<file path="src/design/bds_pkg.sv">
// Shared constants and types for the baud divisor search.
// No dependencies; used by bds_divider and baud_divider_search.
`default_nettype none

package bds_pkg;

    localparam int DIVD_W = 42;   // dividend / quotient width of the serial divider
    localparam int DIVS_W = 41;   // divisor width of the serial divider
    localparam int STEP_W = 6;    // step counter, holds DIVD_W

    localparam logic [15:0] FALLBACK_COUNT   = 16'h028B;
    localparam logic [7:0]  FALLBACK_DIVIDER = 8'd15;
    localparam logic [7:0]  DIVIDER_FIRST    = 8'd4;
    localparam logic [7:0]  DIVIDER_LAST     = 8'd255;
    localparam logic [31:0] ERROR_START      = 32'hFFFF_FFFF;

    typedef struct packed {
        logic              start;
        logic [DIVD_W-1:0] dividend;
        logic [DIVS_W-1:0] divisor;
    } t_div_req;

    typedef struct packed {
        logic              done;
        logic [DIVD_W-1:0] quotient;
    } t_div_resp;

endpackage

`default_nettype wire

</file>
<file path="src/design/bds_divider.sv">
// Restoring bit-serial unsigned divider, one quotient bit per cycle.
// Depends on bds_pkg for widths and the request/response structs.
`default_nettype none

module bds_divider (
    input  wire                  i_clk,
    input  wire                  i_rst_n,
    input  bds_pkg::t_div_req    i_req,
    output bds_pkg::t_div_resp   o_resp
);
    import bds_pkg::*;

    logic [DIVD_W-1:0] r_rem;
    logic [DIVD_W-1:0] r_quo;
    logic [DIVS_W-1:0] r_dvs;
    logic [STEP_W-1:0] r_cnt;
    logic              r_busy;
    logic              r_done;

    logic [DIVD_W-1:0] rem_sh;
    logic [DIVD_W:0]   trial;
    logic              q_bit;

    // remainder stays below the divisor, so the shifted value fits
    assign rem_sh = {r_rem[DIVD_W-2:0], r_quo[DIVD_W-1]};
    assign trial  = {1'b0, rem_sh} - {2'b00, r_dvs};
    assign q_bit  = ~trial[DIVD_W];

    always_ff @(posedge i_clk) begin
        if (!i_rst_n) begin
            r_busy <= 1'b0;
            r_done <= 1'b0;
            r_cnt  <= '0;
        end else begin
            r_done <= 1'b0;
            if (i_req.start) begin
                r_busy <= 1'b1;
                r_cnt  <= STEP_W'(DIVD_W);
            end else if (r_busy) begin
                r_cnt <= r_cnt - STEP_W'(1);
                if (r_cnt == STEP_W'(1)) begin
                    r_busy <= 1'b0;
                    r_done <= 1'b1;
                end
            end
        end
    end

    always_ff @(posedge i_clk) begin
        if (i_req.start) begin
            r_rem <= '0;
            r_quo <= i_req.dividend;
            r_dvs <= i_req.divisor;
        end else if (r_busy) begin
            r_rem <= q_bit ? trial[DIVD_W-1:0] : rem_sh;
            r_quo <= {r_quo[DIVD_W-2:0], q_bit};
        end
    end

    assign o_resp.done     = r_done;
    assign o_resp.quotient = r_quo;

endmodule

`default_nettype wire

</file>
<file path="src/design/baud_divider_search.sv">
// Top level of the baud divisor search: sequencer, best-pair tracking, stream ports.
// Depends on bds_pkg and bds_divider.
//
// Usage: one word on the slave stream carries clock_hz and target_baud. The block
// walks every divider setting from 4 to 255; for each it forms the rounded count,
// then the actual rate, both through one shared 42-step serial divider, and keeps
// the pair with the strictly smallest rate error. One word on the master stream
// returns rate_count and divider_setting.
// Each divider whose count fits takes two divisions, each started from its own state and
// collected in a wait state, plus multiply and compare states; a divider with an
// oversized count is skipped after its first division. A full sweep covers 252
// dividers, and an exact match stops the sweep early.
// A zero target_baud skips the sweep; S_DONE loads the fallback pair for output.
// Throughput: one search at a time; s_axis_tready is high only while idle.
// The result sits in an output register: a stalled receiver holds m_axis_tvalid
// and the data steady, and the next word may be taken meanwhile; a second result
// waits in the sequencer until the register is free.
// Reset (synchronous, active low) abandons any search and drops m_axis_tvalid.
`default_nettype none

module baud_divider_search (
    input  wire         i_clk,
    input  wire         i_rst_n,
    input  wire         s_axis_tvalid,
    output logic        s_axis_tready,
    input  wire  [63:0] s_axis_tdata,   // [31:0] clock_hz, [63:32] target_baud
    output logic        m_axis_tvalid,
    input  wire         m_axis_tready,
    output logic [23:0] m_axis_tdata    // [15:0] rate_count, [23:16] divider_setting
);
    import bds_pkg::*;

    localparam logic [3:0] S_IDLE  = 4'd0;
    localparam logic [3:0] S_MUL1  = 4'd1;
    localparam logic [3:0] S_DIV1  = 4'd2;
    localparam logic [3:0] S_WAIT1 = 4'd3;
    localparam logic [3:0] S_CHK   = 4'd4;
    localparam logic [3:0] S_DIV2  = 4'd5;
    localparam logic [3:0] S_WAIT2 = 4'd6;
    localparam logic [3:0] S_EVAL  = 4'd7;
    localparam logic [3:0] S_DONE  = 4'd8;

    logic [3:0]        r_state;
    logic [31:0]       r_clk_hz;
    logic [31:0]       r_baud;
    logic [7:0]        r_div;
    logic [40:0]       r_denom;
    logic [15:0]       r_count;
    logic [24:0]       r_prod;
    logic [31:0]       r_actual;
    logic [31:0]       r_least_err;
    logic [15:0]       r_best_count;
    logic [7:0]        r_best_div;
    logic              r_out_valid;
    logic [23:0]       r_out_data;

    t_div_req          div_req;
    t_div_resp         div_resp;

    logic [8:0]        span;
    logic [DIVD_W-1:0] num;
    logic [DIVD_W-1:0] cnt_clamped;
    logic [31:0]       err;
    logic              out_free;

    bds_divider u_div (
        .i_clk   (i_clk),
        .i_rst_n (i_rst_n),
        .i_req   (div_req),
        .o_resp  (div_resp)
    );

    assign span = {1'b0, r_div} + 9'd1;
    // rounded quotient: add half the divisor to the clock
    assign num  = {10'd0, r_clk_hz} + {2'b00, r_denom[40:1]};
    assign cnt_clamped = (div_resp.quotient == '0) ? DIVD_W'(1) : div_resp.quotient;
    assign err  = (r_actual > r_baud) ? (r_actual - r_baud) : (r_baud - r_actual);
    assign out_free = !r_out_valid || m_axis_tready;

    always_comb begin
        div_req.start    = 1'b0;
        div_req.dividend = num;
        div_req.divisor  = r_denom;
        case (r_state)
            S_DIV1: begin
                div_req.start = 1'b1;
            end
            S_DIV2: begin
                div_req.start    = 1'b1;
                div_req.dividend = {10'd0, r_clk_hz};
                div_req.divisor  = {16'd0, r_prod};
            end
            default: begin
                div_req.start = 1'b0;
            end
        endcase
    end

    always_ff @(posedge i_clk) begin
        if (!i_rst_n) begin
            r_state     <= S_IDLE;
            r_out_valid <= 1'b0;
        end else begin
            if (r_state == S_DONE && out_free) begin
                r_out_valid <= 1'b1;
            end else if (m_axis_tready) begin
                r_out_valid <= 1'b0;
            end
            case (r_state)
                S_IDLE: begin
                    if (s_axis_tvalid) begin
                        r_clk_hz     <= s_axis_tdata[31:0];
                        r_baud       <= s_axis_tdata[63:32];
                        r_div        <= DIVIDER_FIRST;
                        r_least_err  <= ERROR_START;
                        r_best_count <= FALLBACK_COUNT;
                        r_best_div   <= FALLBACK_DIVIDER;
                        r_state      <= (s_axis_tdata[63:32] == 32'd0) ? S_DONE : S_MUL1;
                    end
                end
                S_MUL1: begin
                    r_denom <= {9'd0, r_baud} * {32'd0, span};
                    r_state <= S_DIV1;
                end
                S_DIV1: begin
                    r_state <= S_WAIT1;
                end
                S_WAIT1: begin
                    if (div_resp.done) begin
                        if (|cnt_clamped[DIVD_W-1:16]) begin
                            // count too large for the generator: skip this divider
                            if (r_div == DIVIDER_LAST) begin
                                r_state <= S_DONE;
                            end else begin
                                r_div   <= r_div + 8'd1;
                                r_state <= S_MUL1;
                            end
                        end else begin
                            r_count <= cnt_clamped[15:0];
                            r_state <= S_CHK;
                        end
                    end
                end
                S_CHK: begin
                    r_prod  <= {16'd0, span} * {9'd0, r_count};
                    r_state <= S_DIV2;
                end
                S_DIV2: begin
                    r_state <= S_WAIT2;
                end
                S_WAIT2: begin
                    if (div_resp.done) begin
                        r_actual <= div_resp.quotient[31:0];
                        r_state  <= S_EVAL;
                    end
                end
                S_EVAL: begin
                    if (err < r_least_err) begin
                        r_least_err  <= err;
                        r_best_count <= r_count;
                        r_best_div   <= r_div;
                    end
                    if ((err < r_least_err && err == 32'd0) || r_div == DIVIDER_LAST) begin
                        r_state <= S_DONE;
                    end else begin
                        r_div   <= r_div + 8'd1;
                        r_state <= S_MUL1;
                    end
                end
                S_DONE: begin
                    if (out_free) begin
                        r_out_data  <= {r_best_div, r_best_count};
                        r_state     <= S_IDLE;
                    end
                end
                default: begin
                    r_state <= S_IDLE;
                end
            endcase
        end
    end

    assign s_axis_tready = (r_state == S_IDLE);
    assign m_axis_tvalid = r_out_valid;
    assign m_axis_tdata  = r_out_data;

endmodule

`default_nettype wire

</file>
<file path="config.mk">
export PLATFORM = sky130hd
export DESIGN_NAME = baud_divider_search
export DESIGN_NICKNAME = d
export VERILOG_FILES = /design/src/design/bds_pkg.sv /design/src/design/bds_divider.sv /design/src/design/baud_divider_search.sv
export SDC_FILE = /design/constraint.sdc
export NUM_CORES = 2
export LEC_CHECK = 0
export BUFFER_PORTS_ARGS = -buffer_cell sky130_fd_sc_hd__buf_2
export CORE_MARGIN = 8
export CORE_UTILIZATION = 58
export DETAILED_ROUTE_END_ITERATION = 16
export GPL_ROUTABILITY_DRIVEN = 1
export MAX_ROUTING_LAYER = met4
export PLACE_DENSITY = 0.84
export SYNTH_ARGS = -nofsm -noshare
export SYNTH_HDL_FRONTEND = slang
export SYNTH_SLANG_ARGS = --single-unit
</file>
<file path="constraint.sdc">
create_clock -name i_clk -period 9.3 [get_ports i_clk]
set_input_delay 0.93 -clock i_clk [delete_from_list [all_inputs] [get_ports i_clk]]
set_output_delay 0.93 -clock i_clk [all_outputs]
set_load 0.1 [all_outputs]
</file>
==> metrics.md <==
| Metric | Value |
|---|---|
| Outcome | `finished clean` |
| Final #Nets | `~4,500` |
| H-tree Lvls | `2` |
| Routed Antenna Nets | `0` |
| Vias in the first global route | `roughly 28,000` |
| Iteration count of the initial detailed-routing pass | `6` |
| EDFF count, synth | `349` |
| Worst-skew pair later-pin latency | `between 0.6 and 0.7 ns` |
| Initial antenna violation count | `2` |
| Cts-stage hold buffer count | `0` |
| Post-layout minimum cycle time | `around 8.0 ns` |
| Worst relative slew slack | `0.133` |
| Internal power | `slightly above 6 mW` |
| Top fanout value on the critical path | `52` |
| Core Region | `approximately 0.06 mm²` |
| Gpl congestion | `around 1.0` |
| Largest net degree at the start of global routing | `87` |
| Total number of vias | `approximately 29,000` |
| Place WS | `around 1.6 ns` |
| Avg Inst Size Synth | `around 9.4 µm²` |
| Post-synth top flop | `edfxtp_1` |
| CP Class | `register to register` |
| Setup violators final | `0` |
| # clock sinks | `slightly above 400` |
| Rows | `just over 90` |
| Ys Warns | `0` |
| Setup TNS | `0 ns` |
| Postcts setup bufs | `0` |
| VDD IR max | `around 0.25 mV` |
| Hold WC Path Type | `register to register` |
| Share of layout cells above drive strength 1 | `0.0622` |
| Number of remaining DRC errors | `0` |
| Asr flop ratio synth | `0` |
| # IOs | `94` |
| Die outline width | `roughly 270 µm` |
| Register share of total power | `0.261` |
| Initial core utilization | `0.587` |
| Root Driver | `clkbuf_16` |
| Via density | `between 6 and 7` |
| Clock Skew | `a little over 0.03 ns` |
| Hold Vio Cnt, Final | `0` |
| Sw Ratio | `0.430` |
| Max-slew violation count | `0` |
| Critical Path AT | `8.29 ns` |
| PwrDens | `about 270 mW/mm²` |
| Cell Area, Synth | `~0.036 mm²` |
| Max_cap viols | `0` |
| TritonCTS clock tree | `yes` |
| Final cell count without fillers | `~4,800` |
| First-pass GRT wire length | `153 mm` |
| Total CTS buffers | `between 40 and 50` |
| Port Buffer Count | `just over 90` |
| CTS max path bufs | `3` |
| Post-Syn Instances | `between 3,000 and 4,000` |
| Placed insts | `~4,700` |
| Sequential Area | `about 0.012 mm²` |
| Clock network fraction of total power | `0.174` |
| Detailed placer's ending HPWL | `between 70 and 80 mm` |
| Die H | `266 µm` |
| Combinational share of power | `0.565` |
| Syn-to-layout area delta | `7.50%` |
| Final WS setup | `between 1 and 1.5 ns` |
| Global Route Usage Sum | `0.279` |
| Sequential element share of the synthesized area | `0.318` |
| Synth unique cells | `between 80 and 90` |
| Routed WL | `96.3 mm` |
| Startpoint class of the critical path | `register` |
| Net load switching power | `between 4 and 5 mW` |
| Layout filler cell count | `around 4,900` |
| DR iter-0 viols | `between 3,000 and 4,000` |
| Global route overflow | `0` |
| RSZ-0062 raised after global routing | `false` |
| Crit path capture type | `register` |
| Worst-margin pin slew | `1.30 ns` |
| Die area | `0.0709 mm²` |
| Clock Pin Slew Worst Setup and Hold Paths | `around 0.07 ns` |
| PostCTS Resize Cnt | `0` |
| Leak pwr | `roughly 17 nW` |
| Final worst path period share | `0.855` |
| Synth Register Bits | `403` |
| Fmax | `0.126 GHz` |
| Synth Net Count | `between 4,000 and 5,000` |
| WL/cell | `~20 µm` |
| Multi-input gate area | `~0.022 mm²` |
| Critical Path RT | `a little under 10 ns` |
synthesized netlist by cell type (6+ instances only):
master / count / area share
and3_1: 23 / 0.0040
buf_4: 6 / 0.0012
o21bai_1: 16 / 0.0033
a31oi_1: 17 / 0.0029
a211oi_1: 57 / 0.012
buf_1: 16 / 0.0017
o31ai_1: 10 / 0.0021
nor3_1: 47 / 0.0065
nor2_1: 368 / 0.038
nand3b_1: 7 / 0.0014
or3_1: 22 / 0.0038
mux2i_1: 37 / 0.010
xor2_1: 66 / 0.016
nor3b_1: 7 / 0.0014
a31o_2: 7 / 0.0017
a2111oi_0: 6 / 0.0014
o21a_1: 28 / 0.0058
fa_1: 314 / 0.17
nand2b_1: 92 / 0.016
ha_1: 276 / 0.095
buf_2: 13 / 0.0018
o31a_1: 6 / 0.0014
edfxtp_1: 349 / 0.29
a21boi_0: 12 / 0.0025
a211o_1: 13 / 0.0031
nor4_1: 30 / 0.0052
nand2_1: 419 / 0.043
nand3_1: 43 / 0.0059
a21o_1: 83 / 0.017
clkbuf_1: 122 / 0.013
and4_1: 10 / 0.0024
o21ai_0: 159 / 0.022
o211ai_1: 10 / 0.0021
a22oi_1: 8 / 0.0017
nor2b_1: 48 / 0.0083
nand4_1: 38 / 0.0065
inv_1: 550 / 0.057
a21oi_1: 220 / 0.030
xnor2_1: 94 / 0.023
a221oi_1: 7 / 0.0017
dfxtp_1: 54 / 0.030
and2_1: 84 / 0.014
stage by stage:
stage	total power, mW	util	area, µm²	hold slack (ns)
after floorplan	7.25	-	36300	0.400
after global placement	8.41	0.607	37500	0.400
after detailed placement	8.61	0.607	37500	0.405
after CTS	10.5	0.631	39000	0.420
after global routing	11.4	0.631	39000	0.423
final	10.6	0.632	39000	0.418
flip-flops by register name, indices dropped and copies added, names as in the netlist, 24 cells and up:
name          cells
u_div.r_dvs      41
r_prod           25
r_clk_hz         32
r_denom          41
u_div.r_rem      41
m_axis_tdata     24
r_least_err      32
r_actual         32
r_baud           32
u_div.r_quo      42
power by group through the flow:
stage / registers, mW / logic, mW / clock network (mW)
floorplan: 2.67 / 4.58 / 0
global placement: 2.77 / 5.64 / 0
detailed placement: 2.78 / 5.83 / 0
CTS: 2.75 / 5.91 / 1.86
global route: 2.78 / 6.67 / 1.93
finish: 2.76 / 5.97 / 1.84
per-layer routing:
layer	global-route usage	share of wire	vias to the layer above
met2	0.423	0.45	1562
met4	0.128	0.051	0
met1	0.365	0.40	13900
li1	-	-	13000
met5	-	0	-
met3	0.0497	0.10	289
critical path, stage by stage (launching register included):
cell and delay (ns):
edfxtp_1 0.33, buf_4 0.45, ha_1 0.40, nand2_1 0.08
nor2_1 0.34, nand3_1 0.97, nor2_1 0.41, fa_1 0.48
fa_1 0.47, fa_1 0.50, inv_1 0.05, fa_1 0.49
inv_1 0.05, ha_1 0.35, o21a_1 0.14, o21ai_0 0.06
a21oi_1 0.35, o211a_1 0.27, o211ai_1 0.26, a211oi_1 0.49
nor2_1 0.07, o21ai_0 0.28, a21o_1 0.17, a21oi_1 0.07
xnor2_1 0.13
logic make-up after synthesis:
kind of cell | synth area share
AND/OR/NAND/NOR | 0.163
adder cells (fa/ha/maj) | 0.268
buffers and inverters | 0.0748
XOR/XNOR | 0.0386
AO/OA/AOI/OAI | 0.125
multiplexers | 0.0117
flip-flops | 0.318
layout make-up:
type                    instances  area share
flip-flops and latches        403       0.296
inverters                     550      0.0529
multi-input cells            2766       0.568
repair buffers                120      0.0171
clock inverters                28     0.00721
clock buffers                  58      0.0317
well taps                     837      0.0268
diodes                          3    0.000192
cell usage in the layout, fill, tap and decap left out, drive strengths merged, types with 40 or more instances in the layout:
| master | Yosys | layout |
|---|---|---|
| inv | 550 | 552 |
| nand2 | 419 | 419 |
| nor2 | 369 | 369 |
| edfxtp | 349 | 349 |
| fa | 314 | 314 |
| ha | 276 | 276 |
| a21oi | 221 | 221 |
| o21ai | 164 | 164 |
| buf | 37 | 120 |
| xnor2 | 94 | 94 |
| nand2b | 93 | 93 |
| and2 | 84 | 84 |
| a21o | 83 | 83 |
| xor2 | 66 | 66 |
| clkbuf | 122 | 58 |
| a211oi | 57 | 57 |
| dfxtp | 54 | 54 |
| nor2b | 48 | 48 |
| nor3 | 47 | 47 |
| nand3 | 43 | 43 |
| nand4 | 40 | 40 |
path summary, 6_finish.rpt:
kind / startpoint / end / slack (ns) / depth (start not counted)
max: r_div[0] / r_denom[30] / 1.35 / 24
min: r_best_count[9] / m_axis_tdata[9] / 0.42 / 0
max reg2reg: r_div[0] / r_denom[30] / 1.35 / 24
min reg2reg: r_best_count[9] / m_axis_tdata[9] / 0.42 / 0
No activity file was read; power rests on OpenSTA's default activity.
